==> config.mk <==
export PLATFORM = sky130hd
export DESIGN_NAME = itda_digit_store
export DESIGN_NICKNAME = d
export VERILOG_FILES = /design/src/rtl/core/itda_pkg.sv /design/src/rtl/core/itda_digit_store.sv
export SDC_FILE = /design/constraint.sdc
export NUM_CORES = 1
export LEC_CHECK = 0
export BUFFER_PORTS_ARGS = -buffer_cell sky130_fd_sc_hd__buf_4
export CORE_MARGIN = 5
export CORE_UTILIZATION = 54
export CTS_BUF_LIST = sky130_fd_sc_hd__clkbuf_2 sky130_fd_sc_hd__clkbuf_4 sky130_fd_sc_hd__clkbuf_8
export CTS_CLUSTER_DIAMETER = 60
export DETAILED_ROUTE_END_ITERATION = 16
export GPL_TIMING_DRIVEN = 1
export PLACE_DENSITY_LB_ADDON = 0.1
export REMOVE_ABC_BUFFERS = 1
export SLEW_MARGIN = 10
export SYNTH_ARGS = -nofsm -noshare
export SYNTH_HDL_FRONTEND = slang
export SYNTH_SLANG_ARGS = --single-unit
==> constraint.sdc <==
create_clock -name clk -period 1.35 [get_ports clk]
set_clock_uncertainty 0.2 [all_clocks]
set_input_delay 0.135 -clock clk [delete_from_list [all_inputs] [get_ports clk]]
set_output_delay 0.135 -clock clk [all_outputs]
set_load 0.01 [all_outputs]
==> src/rtl/core/itda_pkg.sv <==
package itda_pkg;

	localparam int VALUE_WIDTH_DEF = 32;

	localparam int CHAR_W  = 6;
	localparam int DIGIT_W = 4;

	localparam logic [CHAR_W-1:0] ASCII_ZERO  = 6'd48;
	localparam logic [CHAR_W-1:0] ASCII_MINUS = 6'd45;
	localparam logic [CHAR_W-1:0] ASCII_NINE  = 6'd57;

	// Long division by ten works on chunks of the magnitude, most significant first.
	// The partial dividend is {remainder, chunk}, always below ten times 2^CHUNK_W.
	localparam int CHUNK_W = 16;
	localparam int PART_W  = DIGIT_W + CHUNK_W;
	localparam int PROD_W  = 2 * PART_W;

	// ceil(2^23 / 10): exact quotient for every partial dividend below 10 * 2^16
	localparam logic [PART_W-1:0] DIV_RECIP = 20'd838861;
	localparam int DIV_SHIFT = 23;

	typedef enum logic [2:0] {
		ST_IDLE,
		ST_DIVIDE,
		ST_PREP,
		ST_SIGN,
		ST_EMIT
	} state_t;

endpackage

==> src/rtl/core/itda_digit_store.sv <==
module itda_digit_store #(
	parameter int DEPTH = 10
) (
	input  logic                         clk,
	input  logic                         wr_en,
	input  logic [$clog2(DEPTH)-1:0]     wr_addr,
	input  logic [itda_pkg::DIGIT_W-1:0] wr_data,
	input  logic                         rd_en,
	input  logic [$clog2(DEPTH)-1:0]     rd_addr,
	output logic [itda_pkg::DIGIT_W-1:0] rd_data
);

	logic [itda_pkg::DIGIT_W-1:0] mem [DEPTH];

	always_ff @(posedge clk) begin
		if (wr_en) begin
			mem[wr_addr] <= wr_data;
		end
		if (rd_en) begin
			rd_data <= mem[rd_addr];
		end
	end

endmodule

# Yosys cells after proc, flatten, opt, wreduce, memory -nomap -nowiden
# Memories as Yosys holds them, arrays and structs flattened. A register that Yosys moved wholly into a read port is not among the register bits.
# Cells that the tools add are included.
# word_totals
register_bits,0
ramBits,40
output_inout_bits,4
romBits,0
latchBits,0
in_bits,15
n_memories,1
# op_classes
bitwise,0
order_cmp,0
muxes,2
eq_ne,0
mul,0
n_reduce_logical,0
shift,0
div_mod_pow,0
n_addsub,0
# mem_list
memory,depth,width,read_ports,rd_clocked_by_memory_dff,wr,line,rtl
mem,10,4,1,1,1,itda_digit_store.sv:13,logic [itda_pkg::DIGIT_W-1:0] mem [DEPTH];
# ops
op,count
1-bit two-way mux,2

# Depth between registers and ports, before layout
# Gate-level depths: netlist of run 1.
# depth
ltp_word,2
depth_mapped,4
ltp_nobuf,3

# Least setup slack after synthesis of run 1
# No wires, ideal clock.
# synth_timing
path_type,input to register
start,in wr_addr[2]
end,"mem mem[0][0] (netlist name), enable pin"
t_arrival_ns,0.903
setup_slack_ns,-0.114
stages,2
cell_sequence,or3b_1 nor3_1
# synth_rtl
element,line,rtl
from (decl),itda_digit_store.sv:6,"input logic [$clog2(DEPTH)-1:0] wr_addr,"
to (decl),itda_digit_store.sv:13,
# No word-level cell before the write port.

==> results of run 1 <==
[how the worst min path moves through the flow]
stage                       endpoint  slack [ns]  cells past startpoint
after floorplan            mem[0][0]        0.03                      0
after global placement    rd_data[1]        0.17                      1
after detailed placement  rd_data[3]        0.18                      1
after CTS                  mem[4][0]        0.03                      3
after global routing       mem[4][0]        0.01                      3
final                      mem[4][0]        0.04                      3
[cells in the mapped netlist]
master / instances / area [sq um]
edfxtp_1: 44 / 1320
o21ai_1: 4 / 20.0
or3b_1: 1 / 8.76
mux2i_1: 16 / 160
mux4_2: 4 / 90.1
nand2_1: 5 / 18.8
nor3_1: 3 / 15.0
nand2b_1: 2 / 12.5
buf_4: 2 / 15.0
mux2_1: 4 / 45.0
nand3b_1: 2 / 15.0
nor2_1: 7 / 26.3
[registers in the layout, indices dropped and copies added (netlist names)]
signal / flops
mem: 40
rd_data: 4
[final cells by class]
class / instances / area, sq um
multi-input cells: 48 / 415
repair buffers: 37 / 293
clock buffers: 5 / 37.5
fillers: 224 / 931
clock inverters: 3 / 25.0
flip-flops and latches: 44 / 1320
well taps: 44 / 55.1
[cell families after synthesis]
kind of cell | share of synthesized area
mux | 0.169
compound gates | 0.0115
simple gates | 0.0551
buf+inv | 0.00859
flops | 0.756
[per-stage QoR]
step | hold slack, ns | std cells | total power (uW) | cell area, sq um
after floorplan | 0.0339 | 92 | 1650 | 1730
after global placement | 0.169 | 167 | 1760 | 2020
after detailed placement | 0.177 | 167 | 1770 | 2020
after CTS | 0.0258 | 181 | 2410 | 2150
after global routing | 0.0145 | 181 | 2510 | 2150
final | 0.0369 | 181 | 2390 | 2150
[timing repair]
action / 4_1_cts / 5_1_grt
gates resized for setup: 1 / 0
hold buffers: 6 / 0
endpoints found under the setup margin: 4 / 4
setup buffers: 0 / 0
hold endpoints to repair: 48 / 0
[power groups by stage]
stage	sequential [uW]	combinational, uW	clock (uW)
floorplan	1580	66.7	0
global placement	1580	183	0
detailed placement	1580	188	0
CTS	1550	203	663
global route	1550	219	742
finish	1550	200	646
[per-layer routing]
layer	global-route usage	vias up	wire length (um)	share of wire
li1	-	453	-	-
met3	0.0573	4	152	0.050
met4	0.0532	0	34	0.011
met2	0.264	27	1610	0.53
met1	0.193	452	1220	0.40
met5	0	-	0	0
[worst register-to-register path: cells and delay by family (launching register included)]
| family | cells | cell delay [ns] |
|---|---|---|
| AOI/OAI and AO/OA | 1 | 0.14 |
| muxes | 2 | 0.55 |
| DFF | 1 | 0.37 |
==> out/summary.txt, run 1 <==
crit path cell chain - mux2i_1 > mux4_2 > o21ai_1
Crit path depth - 3
warnings from Yosys - 0
area of the core - 0.00308 sq mm
Overflow after GRT - 0
Crit Path Category - reg -> reg
cell count of the worst reg-to-reg path - 3
worst setup margin - -0.0596 ns
post-synth cell types - 12
sequential share of the synthesized area - 0.756
Critical Path Fanout Max - 1
crit-path leading delay family - multiplexers
power per cell area - 1110 mW/mm^2
reg2reg start - mem[4][2]
Switching Fraction - 0.222
port bufs - 18
layout cells sized above 1 - 0.321
hold_sp - wr_addr[0]
first-pass GRT wire length - 4.85 mm
full die area - 0.00447 sq mm
commonest non-fill, non-tap cell in the layout - edfxtp_1
Pins Over Slew Limit - 0
DR vias/cell - 5.17
Critical path destination - rd_data[2]
RSZ-0062 raised after global routing - yes
Hold Crit Class - in -> reg
Clock transition at path regs - 0.14 ns
Crit path largest cell delay - 0.47 ns
Placer Congestion - 0.763
total CTS buffers - 5
initial antenna violation count - 0
R2R Path End - rd_data[2]
Layout area overhead - 22.8%
total number of vias - 936
minimum clock period - 1.41 ns
IO Count - 19
Gate Count Post-Synth - 94
register-to-register setup slack - -0.06 ns
worst path required time - 1.36 ns
CTS tree - done
P_int - 1860 uW
failing checks - negative setup slack
critical path startpoint - mem[4][2]
clock group share of total power - 0.270
Setup TNS - -0.172 ns
largest net degree at the start of global routing - 20
Root Buffer Master - clkbuf_4
final WL - 3.02 mm
maxcap violations - 0
Peak VDD IR - 0.759 mV
Worst EP arrival - 1.42 ns
Layout Utilization - 0.698
H-Tree Depth - 2
Die Width - 66.9 um
Slew @ Worst Pin - 0.303 ns
status - finished with violations
antenna viol nets, final - 0
Clock Latency Late Sink - 0.35 ns
NetSw - 532 uW
die height - 66.9 um
DR iter-0 viols - 40
synthesized area - 0.00175 sq mm
GRT Total Usage - 0.160
pre-CTS WS - -0.180 ns
Final Hold Fails - 0
CTS Sinks - 44
crit start category - flop
slew margin rel. - 0.798
drt drc - 0
vias in the first global route - 1,001
most frequent cells in the layout - edfxtp_1, buf_4, mux2i_1, nor2_1, dlygate4sd3_1
CP Capture Type - flop
Initial DRT Pass Iterations - 4
# nets final - 151
# setup viols final - 4
Comb pwr share - 0.084
Leak - 0.000789 uW
Post-Syn Area per Cell - 18.6 sq um
fin crit share - 1.04
Peak Freq - 0.709 GHz
ANT cells - 0
Max clock buf depth - 2
total buffers and inverters traversed by the critical path - 0
DR WL/cell - 16.7 um
Reg power frac - 0.646
Core Rows - 20
Initial Utilization - 0.568
Synth Register Bits - 44
crit path max-delay cell type - mux4_2
(Power assumes the default switching activity.)
==> inputs of run 2 (changes only) <==
--- a/config.mk
+++ b/config.mk
@@ -6,13 +6,14 @@
 export NUM_CORES = 1
 export LEC_CHECK = 0
 export BUFFER_PORTS_ARGS = -buffer_cell sky130_fd_sc_hd__buf_4
+export CORE_ASPECT_RATIO = 1.2
 export CORE_MARGIN = 5
 export CORE_UTILIZATION = 54
 export CTS_BUF_LIST = sky130_fd_sc_hd__clkbuf_2 sky130_fd_sc_hd__clkbuf_4 sky130_fd_sc_hd__clkbuf_8
 export CTS_CLUSTER_DIAMETER = 60
 export DETAILED_ROUTE_END_ITERATION = 16
 export GPL_TIMING_DRIVEN = 1
-export PLACE_DENSITY_LB_ADDON = 0.1
+export PLACE_DENSITY = 0.76
 export REMOVE_ABC_BUFFERS = 1
 export SLEW_MARGIN = 10
 export SYNTH_ARGS = -nofsm -noshare
==> out/summary.txt, run 2 (synthesized netlist as in run 1, its figures left out) <==
status - finished with violations
failing checks - negative setup slack
crit start category - flop
DR WL/cell - 17.5 um (+5.2%)
Worst EP arrival - 1.39 ns (-0.03 ns)
Crit Path Category - reg -> reg
register area - 0.00132 sq mm (unchanged)
Final Hold Fails - 0 (unchanged)
antenna viol nets, final - 0 (unchanged)
Biggest register - mem
Clock Latency Late Sink - 0.35 ns (about the same)
CTS Sinks - 44 (unchanged)
Peak Freq - 0.727 GHz (+2.5%)
most frequent cells in the layout - edfxtp_1, buf_4, mux2i_1, nor2_1, dlygate4sd3_1
area of the core - 0.00308 sq mm (+0.16%)
Core Rows - 22 (+10%)
critical path startpoint - mem[1][1]
port bufs - 18 (unchanged)
HPWL after DPL - 2.22 mm
post-CTS setup buffers - 0 (unchanged)
Leak - 0.000815 uW (+3.3%)
Root Buffer Master - clkbuf_4
reg2reg start - mem[1][1]
Initial Utilization - 0.567 (-0.000922)
# setup viols final - 3 (-1)
minimum clock period - 1.37 ns (-0.0348 ns)
RSZ-0062 raised after global routing - yes
CTS tree - done
cell count of the worst reg-to-reg path - 3 (unchanged)
DP Cell Count - 162 (-3.0%)
Largest register FFs - 40 (unchanged)
Multi-input gate area - 427 sq um (+2.7%)
vias in the first global route - 1,004 (+0.30%)
CP Capture Type - flop
Overflow after GRT - 0 (unchanged)
largest net degree at the start of global routing - 15 (-25%)
DR vias/cell - 5.51 (+6.5%)
total number of vias - 969 (+3.5%)
Peak VDD IR - 1.06 mV (+39%)
drt drc - 0 (unchanged)
Layout Utilization - 0.714 (+0.0163)
Die Width - 61.9 um (-7.4%)
Regs by FF count - mem x40, rd_data x4
GRT Total Usage - 0.164 (+0.00411)
Hold Crit Class - in -> reg
H-Tree Depth - 2 (unchanged)
first-pass GRT wire length - 4.91 mm (+1.3%)
slew margin rel. - 0.865 (+0.0675)
final non-filler cell total - 176 (-2.8%)
Fillers - 207 (-7.6%)
Max clock buf depth - 2 (unchanged)
final WL - 3.08 mm (+2.3%)
commonest non-fill, non-tap cell in the layout - edfxtp_1
power per cell area - 1160 mW/mm^2 (+3.7%)
Clock transition at path regs - 0.12 ns (-0.02 ns)
R2R Path End - rd_data[1]
hold_sp - wr_addr[0]
Layout area overhead - 25.9%
Initial DRT Pass Iterations - 4 (unchanged)
worst path required time - 1.37 ns (about the same)
total CTS buffers - 5 (unchanged)
Placer Congestion - 0.760 (-0.37%)
layout cells sized above 1 - 0.357 (+0.0360)
DR iter-0 viols - 32 (-20%)
fin crit share - 1.02 (-0.0258)
pre-CTS WS - -0.160 ns (+0.0200 ns)
# nets final - 154 (+2.0%)
Critical path destination - rd_data[1]
register-to-register setup slack - -0.02 ns (+0.03 ns)
maxcap violations - 0 (unchanged)
Critical Path Fanout Max - 1 (unchanged)
worst setup margin - -0.0248 ns (+0.0348 ns)
die height - 72.3 um (+8.1%)
Tot Pwr - 2540 uW (+6.3%)
Slew @ Worst Pin - 0.198 ns (-0.105 ns)
Pins Over Slew Limit - 0 (unchanged)
ANT cells - 0 (unchanged)
full die area - 0.00448 sq mm (+0.10%)
initial antenna violation count - 0 (unchanged)
IO Count - 19 (unchanged)
## run 2: changes by cell type in the layout (fill, tap and decap cells not counted)
| cell | previous run | this run |
|---|---|---|
| buf_12 | 0 | 1 |
| buf_4 | 31 | 33 |
| bufinv_16 | 0 | 1 |
| clkinv_2 | 0 | 1 |
| inv_6 | 2 | 0 |
| mux2i_1 | 16 | 14 |
| mux2i_2 | 0 | 2 |
| o21ai_1 | 3 | 2 |
| o21ai_2 | 1 | 2 |
## run 2: how the worst min path moves through the flow
stage / endpoint / cells past startpoint
after floorplan: mem[0][0] / 0
after global placement: rd_data[0] / 1
after detailed placement: rd_data[1] / 1
after CTS: mem[4][3] / 3
after global routing: mem[4][0] / 3
final: mem[4][3] / 3
## run 2: worst max-delay path, cell delays in order, from the launching register on
cell      delay, ns
edfxtp_1       0.38
mux2i_2        0.09
mux4_2         0.46
o21ai_1        0.12
## run 2: per-stage QoR
step	hold WS [ns]	TNS, ns	cell area (sq um)
final	0.0445	-0.0564	2200
after global routing	0.0276	-0.234	2200
after CTS	0.0297	-0.107	2190
after detailed placement	0.174	-2.46	2050
after global placement	0.171	-2.25	2050
after floorplan	0.0339	-0.457	1730
## run 2: layer usage
| layer | global-route usage | vias up | share of wire |
|---|---|---|---|
| li1 | - | 461 | - |
| met1 | 0.187 | 474 | 0.37 |
| met3 | 0.0374 | 7 | 0.053 |
| met2 | 0.281 | 27 | 0.55 |
| met5 | 0 | - | 0 |
| met4 | 0.0778 | 0 | 0.021 |
## run 2: area by class of cell
| cell class | count | area share |
|---|---|---|
| flip-flops and latches | 44 | 0.600 |
| repair buffers | 40 | 0.149 |
| clock inverters | 3 | 0.0193 |
| well taps | 36 | 0.0205 |
| multi-input cells | 48 | 0.194 |
| clock buffers | 5 | 0.0171 |
## run 2: timing repair
item | in CTS | in global routing
gates cloned | 0 | 0
gates resized for setup | 2 | 2
endpoints found under the setup margin | 4 | 4
endpoints found under the hold margin | 48 | 0
hold buffers | 6 | 0
## run 2: where the power goes
part / internal (uW) / leakage [uW] / switching, uW
combinational: 119 / 0.000372 / 98.9
clock: 386 / 0.0000412 / 393
sequential: 1540 / 0.000401 / 8.81
